### config.mk
export PLATFORM = sky130hd
export DESIGN_NAME = instruction_issue_select_unit
export DESIGN_NICKNAME = d
export VERILOG_FILES = /design/src/hw/rtl/iis_pkg.sv /design/src/hw/rtl/iis_cell.sv /design/src/hw/rtl/instruction_issue_select_unit.sv
export SDC_FILE = /design/constraint.sdc
export NUM_CORES = 2
export LEC_CHECK = 0
export BUFFER_PORTS_ARGS = -buffer_cell sky130_fd_sc_hd__buf_2
export CAP_MARGIN = 20
export CORE_MARGIN = 5
export CORE_UTILIZATION = 57
export DETAILED_ROUTE_END_ITERATION = 7
export PLACE_DENSITY_LB_ADDON = 0.3
export SYNTH_ARGS = -nofsm -noshare
export SYNTH_HDL_FRONTEND = slang
export SYNTH_SLANG_ARGS = --single-unit
### constraint.sdc
create_clock -name clk -period 3.8 [get_ports clk]
set_clock_uncertainty 0.15 [all_clocks]
set_input_delay 0.38 -clock clk [delete_from_list [all_inputs] [get_ports clk]]
set_output_delay 0.38 -clock clk [all_outputs]
set_load 0.005 [all_outputs]
### src/hw/rtl/iis_pkg.sv
// Package for the instruction issue select unit: entry type, codes, defaults.
// Used by iis_cell and instruction_issue_select_unit. No dependencies.
`default_nettype none
package iis_pkg;
  localparam int unsigned DefWindowDepth = 32;
  localparam int unsigned DefMaxIssue    = 8;

  typedef enum logic [1:0] {OP_WAKEUP = 2'd0, OP_SELECT = 2'd1, OP_SQUASH = 2'd2,
                            OP_NONE = 2'd3} op_t;
  typedef enum logic [2:0] {ST_ISSUED = 3'd0, ST_NONE = 3'd1, ST_WAKE_OK = 3'd2,
                            ST_WAKE_FULL = 3'd3, ST_SQUASH = 3'd4} status_t;
  localparam logic [1:0] KIND_LOAD  = 2'd1;
  localparam logic [1:0] KIND_STORE = 2'd2;
  localparam logic [1:0] CFG_ORDER = 2'd0;
  localparam logic [1:0] CFG_EXEC  = 2'd1;
  localparam logic [1:0] CFG_MEM   = 2'd2;
  localparam logic [1:0] CFG_STORE = 2'd3;

  typedef struct packed {
    logic [7:0]  tag;
    logic [15:0] seq;
    logic [1:0]  kind;
    logic [7:0]  lat;
  } entry_t;

  typedef enum logic [1:0] {S_IDLE, S_WALK, S_DONE} state_t;
endpackage
`default_nettype wire

### src/hw/rtl/iis_cell.sv
// One window cell: holds one entry and shifts toward the head of a rotating ring.
// Depends on iis_pkg.
`default_nettype none
module iis_cell (
  input  wire              clk,
  input  wire              load_en,
  input  iis_pkg::entry_t  load_data,
  input  wire              shift_en,
  input  iis_pkg::entry_t  prev_data,
  output iis_pkg::entry_t  data
);
  import iis_pkg::*;
  entry_t data_r;
  // A shift passes the neighbor's entry in; an append writes the new one.
  always_ff @(posedge clk) begin
    if (load_en) begin
      data_r <= load_data;
    end else if (shift_en) begin
      data_r <= prev_data;
    end
  end
  assign data = data_r;
endmodule
`default_nettype wire

### src/hw/rtl/instruction_issue_select_unit.sv
// Instruction issue select unit: a chain of entry cells walked oldest first.
// Depends on iis_pkg and iis_cell.
//
//   channel | handshake             | payload
//   in      | start, busy           | in_op, in_tag, in_seq, in_kind, in_exec_latency,
//           |                       | in_cache_ready, in_squash_pos
//   out     | out_strobe (1 cycle)  | out_status, out_issued_tag, out_issued_latency, out_last
//   cfg     | cfg_valid, cfg_ready  | cfg_index, cfg_data
//
// Wakeup, squash and the unused op pass through the accepting cycle and a
// result cycle that presents the single result while busy is high.
// A select passes through the accepting cycle, a walk step for each window
// entry, a closing walk step and the final result cycle. Each walk
// cycle examines cell 0 and shifts the chain by one place; a kept entry is
// written back at the young end of the live window, so order is preserved.
// An issued result is held until the next instruction issues or the walk ends,
// so "last" is known when it leaves; the final one leaves in the result cycle.
// Reset clears the state, count, head pointer, pending flag and configuration registers; entries are not cleared.
// The receiver cannot stall; busy stays high until the final result is sent.
`default_nettype none
module instruction_issue_select_unit #(
  parameter int unsigned WINDOW_DEPTH = iis_pkg::DefWindowDepth,
  parameter int unsigned MAX_ISSUE    = iis_pkg::DefMaxIssue
) (
  input  wire        clk,
  input  wire        rst_n,
  input  wire        start,
  output logic       busy,
  input  wire  [1:0] in_op,
  input  wire  [7:0] in_tag,
  input  wire  [15:0] in_seq,
  input  wire  [1:0] in_kind,
  input  wire  [7:0] in_exec_latency,
  input  wire        in_cache_ready,
  input  wire  [15:0] in_squash_pos,
  output logic       out_strobe,
  output logic [2:0] out_status,
  output logic [7:0] out_issued_tag,
  output logic [7:0] out_issued_latency,
  output logic       out_last,
  input  wire        cfg_valid,
  output logic       cfg_ready,
  input  wire  [1:0] cfg_index,
  input  wire  [3:0] cfg_data
);
  import iis_pkg::*;
  localparam int unsigned CW = $clog2(WINDOW_DEPTH + 1);
  localparam int unsigned IW = $clog2(MAX_ISSUE + 1);
  localparam int unsigned EW = (IW > 4) ? IW : 4;

  state_t state_r, state_nxt;
  logic [CW-1:0] count_r, count_nxt, left_r, left_nxt, keep_r, keep_nxt;
  logic [CW-1:0] tail;
  logic [15:0] head_r, head_nxt;
  logic order_r;
  logic [3:0] exec_r, memw_r, storew_r;
  logic [EW-1:0] cap_r, issued_r, issued_nxt, mem_r, mem_nxt, st_r, st_nxt;
  logic stop_r, stop_nxt, cache_r;
  logic [2:0] res_st_r, res_st_nxt;
  entry_t cells [WINDOW_DEPTH];
  entry_t in_entry, cur, ld_data;
  logic [WINDOW_DEPTH-1:0] load_en;
  logic shift_all;

  // Pending issued result, held so "last" is known when it leaves.
  logic pend_r, pend_nxt;
  logic [7:0] ptag_r, ptag_nxt, plat_r, plat_nxt;

  assign in_entry = '{tag: in_tag, seq: in_seq, kind: in_kind, lat: in_exec_latency};
  assign cur = cells[0];

  genvar g;
  generate
    for (g = 0; g < WINDOW_DEPTH; g++) begin : g_cell
      iis_cell u_cell (
        .clk(clk), .load_en(load_en[g]), .load_data(ld_data),
        .shift_en(shift_all), .prev_data(cells[(g + 1) % WINDOW_DEPTH]),
        .data(cells[g])
      );
    end
  endgenerate

  assign busy = (state_r != S_IDLE);
  assign cfg_ready = (state_r == S_IDLE);

  always_ff @(posedge clk) begin
    if (!rst_n) begin
      order_r <= 1'b0; exec_r <= 4'd4; memw_r <= 4'd2; storew_r <= 4'd1;
    end else if (cfg_valid && cfg_ready) begin
      case (cfg_index)
        CFG_ORDER: order_r  <= cfg_data[0];
        CFG_EXEC:  exec_r   <= cfg_data;
        CFG_MEM:   memw_r   <= cfg_data;
        CFG_STORE: storew_r <= cfg_data;
        default: ;
      endcase
    end
  end

  always_ff @(posedge clk) begin
    if (!rst_n) begin
      state_r <= S_IDLE; count_r <= '0; head_r <= '0; pend_r <= 1'b0;
    end else begin
      state_r <= state_nxt; count_r <= count_nxt; head_r <= head_nxt;
      pend_r <= pend_nxt;
    end
  end

  always_ff @(posedge clk) begin
    left_r <= left_nxt; keep_r <= keep_nxt; issued_r <= issued_nxt; mem_r <= mem_nxt;
    st_r <= st_nxt; stop_r <= stop_nxt; res_st_r <= res_st_nxt;
    ptag_r <= ptag_nxt; plat_r <= plat_nxt;
    if (state_r == S_IDLE) begin
      cache_r <= in_cache_ready;
      if (exec_r == 4'd0) cap_r <= EW'(1);
      else if (32'(exec_r) > MAX_ISSUE) cap_r <= EW'(MAX_ISSUE);
      else cap_r <= EW'(exec_r);
    end
  end

  logic is_ld, is_stq, blocked, can_issue;
  always_comb begin
    state_nxt = state_r; count_nxt = count_r; head_nxt = head_r;
    left_nxt = left_r; keep_nxt = keep_r; issued_nxt = issued_r; mem_nxt = mem_r;
    st_nxt = st_r; stop_nxt = stop_r; res_st_nxt = res_st_r;
    pend_nxt = pend_r; ptag_nxt = ptag_r; plat_nxt = plat_r;
    load_en = '0; shift_all = 1'b0; ld_data = in_entry;
    tail = left_r + keep_r - CW'(1);
    out_strobe = 1'b0; out_status = ST_NONE; out_issued_tag = '0;
    out_issued_latency = '0; out_last = 1'b0;
    is_ld = (cur.kind == KIND_LOAD);
    is_stq = (cur.kind == KIND_STORE);
    blocked = (is_ld && ({4'd0, mem_r} >= {{EW{1'b0}}, memw_r})) ||
              (is_stq && ({4'd0, st_r} >= {{EW{1'b0}}, storew_r})) ||
              ((is_ld || is_stq) && !cache_r);
    can_issue = 1'b0;
    case (state_r)
      S_IDLE: begin
        if (start) begin
          state_nxt = S_DONE;
          case (op_t'(in_op))
            OP_WAKEUP: begin
              if (32'(count_r) >= WINDOW_DEPTH) res_st_nxt = ST_WAKE_FULL;
              else begin
                res_st_nxt = ST_WAKE_OK;
                load_en[count_r[$clog2(WINDOW_DEPTH)-1:0]] = 1'b1;
                count_nxt = count_r + CW'(1);
              end
            end
            OP_SQUASH: begin
              res_st_nxt = ST_SQUASH;
              if (in_squash_pos < head_r) head_nxt = in_squash_pos;
            end
            OP_SELECT: begin
              state_nxt = S_WALK; left_nxt = count_r; keep_nxt = '0;
              issued_nxt = '0; mem_nxt = '0; st_nxt = '0; stop_nxt = 1'b0;
            end
            default: res_st_nxt = ST_NONE;
          endcase
        end
      end
      S_WALK: begin
        if (left_r != '0) begin
          // The chain moves one place toward cell 0 each cycle.
          shift_all = 1'b1;
          left_nxt = left_r - CW'(1);
          if (!stop_r && issued_r < cap_r) begin
            if (order_r && cur.seq != head_r) stop_nxt = 1'b1;
            else if (blocked) begin
              if (order_r) stop_nxt = 1'b1;
            end else can_issue = 1'b1;
          end
          if (can_issue) begin
            // A newer issue means the held result is not the last one.
            if (pend_r) begin
              out_strobe = 1'b1; out_status = ST_ISSUED; out_issued_tag = ptag_r;
              out_issued_latency = plat_r;
            end
            pend_nxt = 1'b1; ptag_nxt = cur.tag; plat_nxt = cur.lat;
            issued_nxt = issued_r + EW'(1);
            if (is_ld || is_stq) mem_nxt = mem_r + EW'(1);
            if (is_stq) st_nxt = st_r + EW'(1);
            if (order_r) head_nxt = head_r + 16'd1;
          end else begin
            // Kept entries go back in at the young end of the live window.
            load_en[tail[$clog2(WINDOW_DEPTH)-1:0]] = 1'b1;
            ld_data = cur;
            keep_nxt = keep_r + CW'(1);
          end
        end else begin
          count_nxt = keep_r;
          state_nxt = S_DONE;
          res_st_nxt = (issued_r == '0) ? ST_NONE : ST_ISSUED;
        end
      end
      S_DONE: begin
        state_nxt = S_IDLE;
        out_strobe = 1'b1; out_last = 1'b1;
        if (pend_r) begin
          out_status = ST_ISSUED; out_issued_tag = ptag_r; out_issued_latency = plat_r;
          pend_nxt = 1'b0;
        end else out_status = res_st_r;
      end
      default: state_nxt = S_IDLE;
    endcase
  end
endmodule
`default_nettype wire

; ---- Word-level counts from Yosys, hierarchy flattened
; Cells that the tools add are included.
; Widths: inputs -> output; s select.
[totals]
out_inout_bits = 23
wordCells = 423
ff_bits = 1175
[classes]
n_lt_le_gt_ge = 10
n_eq_ne = 27
reduce_logical = 71
n_addsub = 9
mux = 158
[op_table]
columns = cell, n
row1 = $mux 34, 67
row2 = $mux 32, 5
row3 = $mux 16, 6
row4 = $reduce_bool 2->1, 35
row5 = $mux 6, 11
row6 = $pmux 32 s2, 1
row7 = $mux 8, 6
row8 = $mux 4, 11
row9 = $pmux 6 s2, 3
row10 = $pmux 16 s2, 1
row11 = $pmux 8 s2, 2
row12 = $mux 1, 27
row13 = $pmux 4 s2, 3
row14 = $ne 2x2->1 const B, 11
row15 = $add 16x1->16 const B, 1
row16 = $lt 16x16->1, 1
row17 = $ne 16x16->1, 1
row18 = $reduce_and 5->1, 3
row19 = $reduce_and 7->1, 2
row20 = $add 4x1->4 const B, 3
row21 = $add 6x1->6 const B, 2
row22 = $lt 5x6->1 const B, 2
row23 = $pmux 3 s2, 2
row24 = $reduce_and 6->1, 2
row25 = other kinds (28), 67

; ---- Longest topological paths before layout
[logic_depth]
depth_word = 13
ltp_mapped = 12
depth_no_buf = 10

; ---- Hierarchy
; A second synthesis with hierarchy kept.
[unflattened]
cells_unflattened = 3009
hier_area_um2 = 57146.1
[by_module_without_submodules]
columns = module, area_each_um2, cells_each, seq_area_each_um2, instances
row1 = iis_cell, 1590.3, 73, 1021.0, 32
row2 = instruction_issue_select_unit, 6257.3, 673, 2232.1, 1

; ---- Least setup slack after synthesis
; OpenSTA, ideal clock, no wires.
[synth_timing]
path_kind = reg2reg
from = reg keep_r[2]
to = reg g_cell[22].u_cell.data_r, in the netlist g_cell[22].u_cell.data[0], enable pin
setup_time_ps = 396
arrival_time_ps = 3629
n_path_buf = 1
stages_incl_launch_ff = 12
t_required_ps = 3254
path_slack_ps = -375
path_cell_list = edfxtp_1 inv_1 ha_1 inv_1 ha_1 a21o_1 a21oi_2 xor2_2 nand3_2 o32ai_4 buf_6 nand2b_1
[synth_via]
elab_chain_len = 10
word_cells_on_any_way = 11
[synth_lines]
columns = item, line
row1 = from (decl), instruction_issue_select_unit.sv:52  ; logic [CW-1:0] count_r, count_nxt, left_r, left_nxt, keep_r, keep_nxt;
row2 = from (signal assigned), instruction_issue_select_unit.sv:110  ; left_r <= left_nxt; keep_r <= keep_nxt; issued_r <= issued_nxt; mem_r <= mem_nxt;
row3 = $add 5x5->5 (*), instruction_issue_select_unit.sv:128  ; tail = left_r + keep_r - CW'(1);
row4 = $sub 5x1->5 (*), instruction_issue_select_unit.sv:128
row5 = $lt 5x6->1 (not written as such) or $ge 5x1->1 (tied branches), instruction_issue_select_unit.sv:186  ; load_en[tail[$clog2(WINDOW_DEPTH)-1:0]] = 1'b1;
row6 = $logic_and 1x1->1 (not written as such), instruction_issue_select_unit.sv:186
row7 = $mux 1 (not written as such), instruction_issue_select_unit.sv:186
row8 = $demux 1 s5 (*), instruction_issue_select_unit.sv:186
row9 = $mux 32 (*), instruction_issue_select_unit.sv:173  ; if (can_issue) begin
row10 = $mux 32 (*), instruction_issue_select_unit.sv:163  ; if (left_r != '0) begin
row11 = $pmux 32 s2 (*), instruction_issue_select_unit.sv:137  ; case (state_r)
row12 = $reduce_bool 2->1 (no source line) (*), --
row13 = to (signal assigned), iis_cell.sv:17  ; data_r <= load_data;
row14 = to (signal assigned), iis_cell.sv:19  ; data_r <= prev_data;
row15 = to (decl), iis_cell.sv:13  ; entry_t data_r;
; Mark *: on every way between the ends. The rest lies on a longest branch, timed or not.
; A chain may end at the register's enable or synchronous reset.

; ---- Final worst setup path
[layout_timing]
from = reg g_cell[0].u_cell.data_r, in the netlist g_cell[0].u_cell.data[15]
to = out out_issued_tag[3]
[layout_via]
elab_chain_len = 9
[layout_lines]
columns = item, line
row1 = from (decl), iis_cell.sv:13
row2 = from (signal assigned), iis_cell.sv:17
row3 = from (signal assigned), iis_cell.sv:19
row4 = $ne 16x16->1, instruction_issue_select_unit.sv:168  ; if (order_r && cur.seq != head_r) stop_nxt = 1'b1;
row5 = $logic_and 1x1->1, instruction_issue_select_unit.sv:168
row6 = $mux 1, instruction_issue_select_unit.sv:168
row7 = $mux 1, instruction_issue_select_unit.sv:167  ; if (!stop_r && issued_r < cap_r) begin
row8 = $mux 1, instruction_issue_select_unit.sv:163
row9 = $mux 1, instruction_issue_select_unit.sv:137
row10 = $mux 8, instruction_issue_select_unit.sv:173
row11 = $mux 8, instruction_issue_select_unit.sv:163
row12 = $pmux 8 s2, instruction_issue_select_unit.sv:137
row13 = to (decl), instruction_issue_select_unit.sv:38  ; output logic [7:0] out_issued_tag,
; No other way between the ends. The select of a mux whose other input is x is not followed.

==> results.md <==
- Outcome: completed
- EDFF count, synth: around 1100
- Netlist cell types: 79
- Inserted Clock Buffers: 119
- CP Launch Point: g_cell[0].u_cell.data[15]
- #FFs+latches synth: 1175
- Routed WL: 125000 um
- DIE AREA: 107000 um^2
- DRC violations left: 0
- CTS tree: done
- Seq/Total Area, Yosys: 60.9%
- Worst IR Drop VDD: 0.376 mV
- CP endpoint kind: output pin
- Max incr delay on CP: 530 ps
- R2r worst-path depth: 12
- Post-place instance area: 60300 um^2
- Maxcap violations: 0
- Synth warnings: 0
- Hold/Removal Path Class: input port to flop
- Critical path cell sequence: xnor2_2 -> nand4_1 -> o41ai_4 -> buf_4 -> nand4_4 -> nor2_4 -> o211a_4 -> buf_12 -> and2_1 -> buf_2
- Total internal power: 22.1 mW
- Syn avg cell area: 18.5 um^2
- Crit path kind: flop to output pin
- Total gr overflow: 0
- Fmax: approximately 270 MHz
- Crit start category: flop
- Worst-path clk slew: 60 ps
- Die H: 327 um
- Drt wl/cell: 26.6 um
- Clock power frac: 39.4%
- HPWL after DPL: between 70000 and 80000 um
- Pwr Total: between 20 and 30 mW
- Area Growth Syn to Fin: 12.9%
- Capture point of the worst path: out_issued_tag[3]
- RD Place Congestion: 0.867
- Antenna Nets Post-Route: 0
- Max-slew headroom: 40.6%
- Reg-to-reg slack, setup: about 110 ps
- Pleak: 23.0 nW
- Top Ports: 86
- Comb pwr share: under 10%
- First-pass GRT wire length: 186000 um
- Final setup fails: 0
- Reg-to-Reg End: g_cell[21].u_cell.data[1]
- Synthesized net count: roughly 3200
- Largest net degree at the start of global routing: 43
- Register share of total power: 51.4%
- Final Net Count: 3425
- Cells after synthesis: 3105
- Drt via density: approximately 6
- TritonCTS Sinks: 1175
- Detailed Route Iter0 Violations: 2370
- Core area: roughly 100000 um^2
- Final Hold Violating Endpoints: 0
- Critical path data required time: about 3300 ps
- Design area: 64700 um^2
- DR pass1 iterations: 7
- Longest Clk Path Bufs: 3
- Initial antenna violation count: 7
- CP max FO: 8
- Critical path data arrival time: around 3200 ps
- CP max stage cell: edfxtp_1
- Overall routing resource usage: between 20% and 30%
- Leading register cell type out of synthesis: edfxtp_1
- Power per cell area: 445 nW/um^2
- Final-report max-slew violation count: 0
- Crit path time final: ~3800 ps
- Slew @ Worst Pin: a little under 900 ps
- R2r startpoint: keep_r[1]
- Vias in the first global route: 28800
- Switching share of power: between 20% and 30%
- Unrepaired setup endpoints after global routing: yes
- Post-route clock period utilization: a little under 100%
- NetSw: 6.71 mW
- Clk Tree Root Cell: clkbuf_16
- Layout cells sized above 1: 49.9%
- Cell area after synthesis: 57300 um^2
- CTS H-Tree Depth: 3
- Post-synth ARST share: 0%
- Vias post-DR: 28100
- Die W: between 300 and 400 um
- Worst-skew pair later-pin latency: 700 ps
- Initial Util: 57.3%
- Site Rows: 116
- Buffers on Ports: 85
-- flip-flops by register name, indices dropped and copies added (netlist names), 3 cells and up --
name and count:
cap_r 4, count_r 6, exec_r 4, g_cell.u_cell.data 1088, head_r 16, issued_r 4, keep_r 6, left_r 6
mem_r 4, memw_r 4, plat_r 8, ptag_r 8, res_st_r 3, st_r 4, storew_r 4
-- routing by layer --
layer / track usage, % / up-vias / routed length [um]
met3: 5.28 / 203 / 9240
met1: 32.2 / 14600 / 53600
met2: 36.5 / 1021 / 58800
met4: 6.59 / 0 / 3850
met5: 0 / - / 0
li1: - / 12300 / -
-- synthesized netlist by cell type (all sizes together), types with 27 or more instances --
cell type  instances  area (um^2)
nand2             43          176
clkbuf            80          305
o32ai             32          881
dfxtp             38          761
mux2            1122        16100
a21oi             33          180
nand2b            37          231
ha                49          613
xnor2             27          282
and2              27          169
inv               59          221
buf              163         1480
edfxtp          1137        34100
nor2              51          191
-- critical path, delay by kind of cell, from the launching register on --
kind	cells	cell delay, ps
xor gates and xnor gates	1	240
DFF	1	530
AOI/OAI and AO/OA	2	630
buffers and inverters	3	480
and+or+nand+nor	4	650
-- layout make-up --
class                   instances  area, um^2
well taps                    1298        1620
flip-flops and latches       1175       34900
fillers                      6580       35300
clock inverters                84         677
repair buffers                329        3580
inverters                      60         226
multi-input cells            1627       20600
clock buffers                 138        3070
diodes                          1        2.50
-- repair_timing --
action                     CTS  global route
pin swaps                    2            12
hold buffers                27             0
setup endpoints to repair   17           839
resized for setup           14            19
buffers inserted             7            19
hold endpoints to repair    33             0
cloned                       1             2
-- stage by stage --
step                worst slack, ps  hold slack [ps]  std cells  utilization (%)  setup TNS (ps)
floorplan                      15.1              290       3105                -               0
global placement               83.1              329       4433             60.3               0
detailed placement             32.7              349       4433             60.3               0
CTS                           -3.91            0.719       4690             64.4           -3.91
global route                  -58.0             43.8       4711             64.7           -1580
finish                         38.8             55.4       4712             64.7               0
-- worst min path at each step --
stage                              from          end  slack (ps)  cells past startpoint
5_1_grt                in_squash_pos[9]    head_r[9]          40                      4
2_1_floorplan  g_cell[0].u_cell.data[0]    plat_r[0]         290                      0
3_3_place_gp                storew_r[0]  storew_r[0]         330                      2
4_1_cts                in_squash_pos[9]    head_r[9]         0.7                      4
3_5_place_dp                storew_r[0]  storew_r[0]         350                      2
6_report               in_squash_pos[9]    head_r[9]          60                      4
-- placed cells by master, fill, tap and decap left out, types with 6 or more instances in the layout --
| master | synthesis | routed |
|---|---|---|
| ha_1 | 49 | 47 |
| nor2b_1 | 19 | 19 |
| xor2_1 | 7 | 7 |
| inv_1 | 59 | 57 |
| a21oi_1 | 31 | 31 |
| nand2_2 | 6 | 6 |
| nand3_1 | 15 | 15 |
| mux2_4 | 926 | 926 |
| clkinvlp_4 | 0 | 6 |
| o21ai_0 | 20 | 20 |
| buf_2 | 55 | 85 |
| xnor2_1 | 24 | 21 |
| clkinv_2 | 0 | 28 |
| nor3_1 | 16 | 16 |
| nand2b_2 | 0 | 32 |
| clkbuf_16 | 0 | 122 |
| nor2_1 | 51 | 49 |
| dlygate4sd3_1 | 0 | 27 |
| and3_1 | 8 | 8 |
| mux2_1 | 8 | 8 |
| o32ai_4 | 32 | 32 |
| clkbuf_1 | 76 | 18 |
| dfxtp_1 | 38 | 38 |
| nand2_1 | 37 | 36 |
| mux2_2 | 188 | 188 |
| nand4_1 | 13 | 13 |
| bufinv_16 | 0 | 10 |
| and2_1 | 27 | 24 |
| mux2i_1 | 14 | 14 |
| edfxtp_1 | 1137 | 1137 |
| buf_12 | 3 | 95 |
| clkinv_1 | 1 | 34 |
| buf_4 | 1 | 118 |
-- power by group through the flow --
stage / logic, mW / registers [mW] / clock network, mW
5_1_grt: 2.79 / 14.8 / 12.1
3_5_place_dp: 2.51 / 15.1 / 0
3_3_place_gp: 2.44 / 15.1 / 0
4_1_cts: 2.57 / 14.8 / 11.5
2_1_floorplan: 1.67 / 15.0 / 0
6_report: 2.65 / 14.8 / 11.3
-- logic make-up after synthesis --
| kind of cell | share of synthesized area, % |
|---|---|
| XOR/XNOR | 0.655 |
| adder cells (fa/ha/maj) | 1.10 |
| AO/OA/AOI/OAI | 3.00 |
| buffers and inverters | 3.50 |
| flip-flops | 60.9 |
| multiplexers | 28.4 |
| AND/OR/NAND/NOR | 2.50 |
Note: power is estimated with default switching activity, not from simulation.
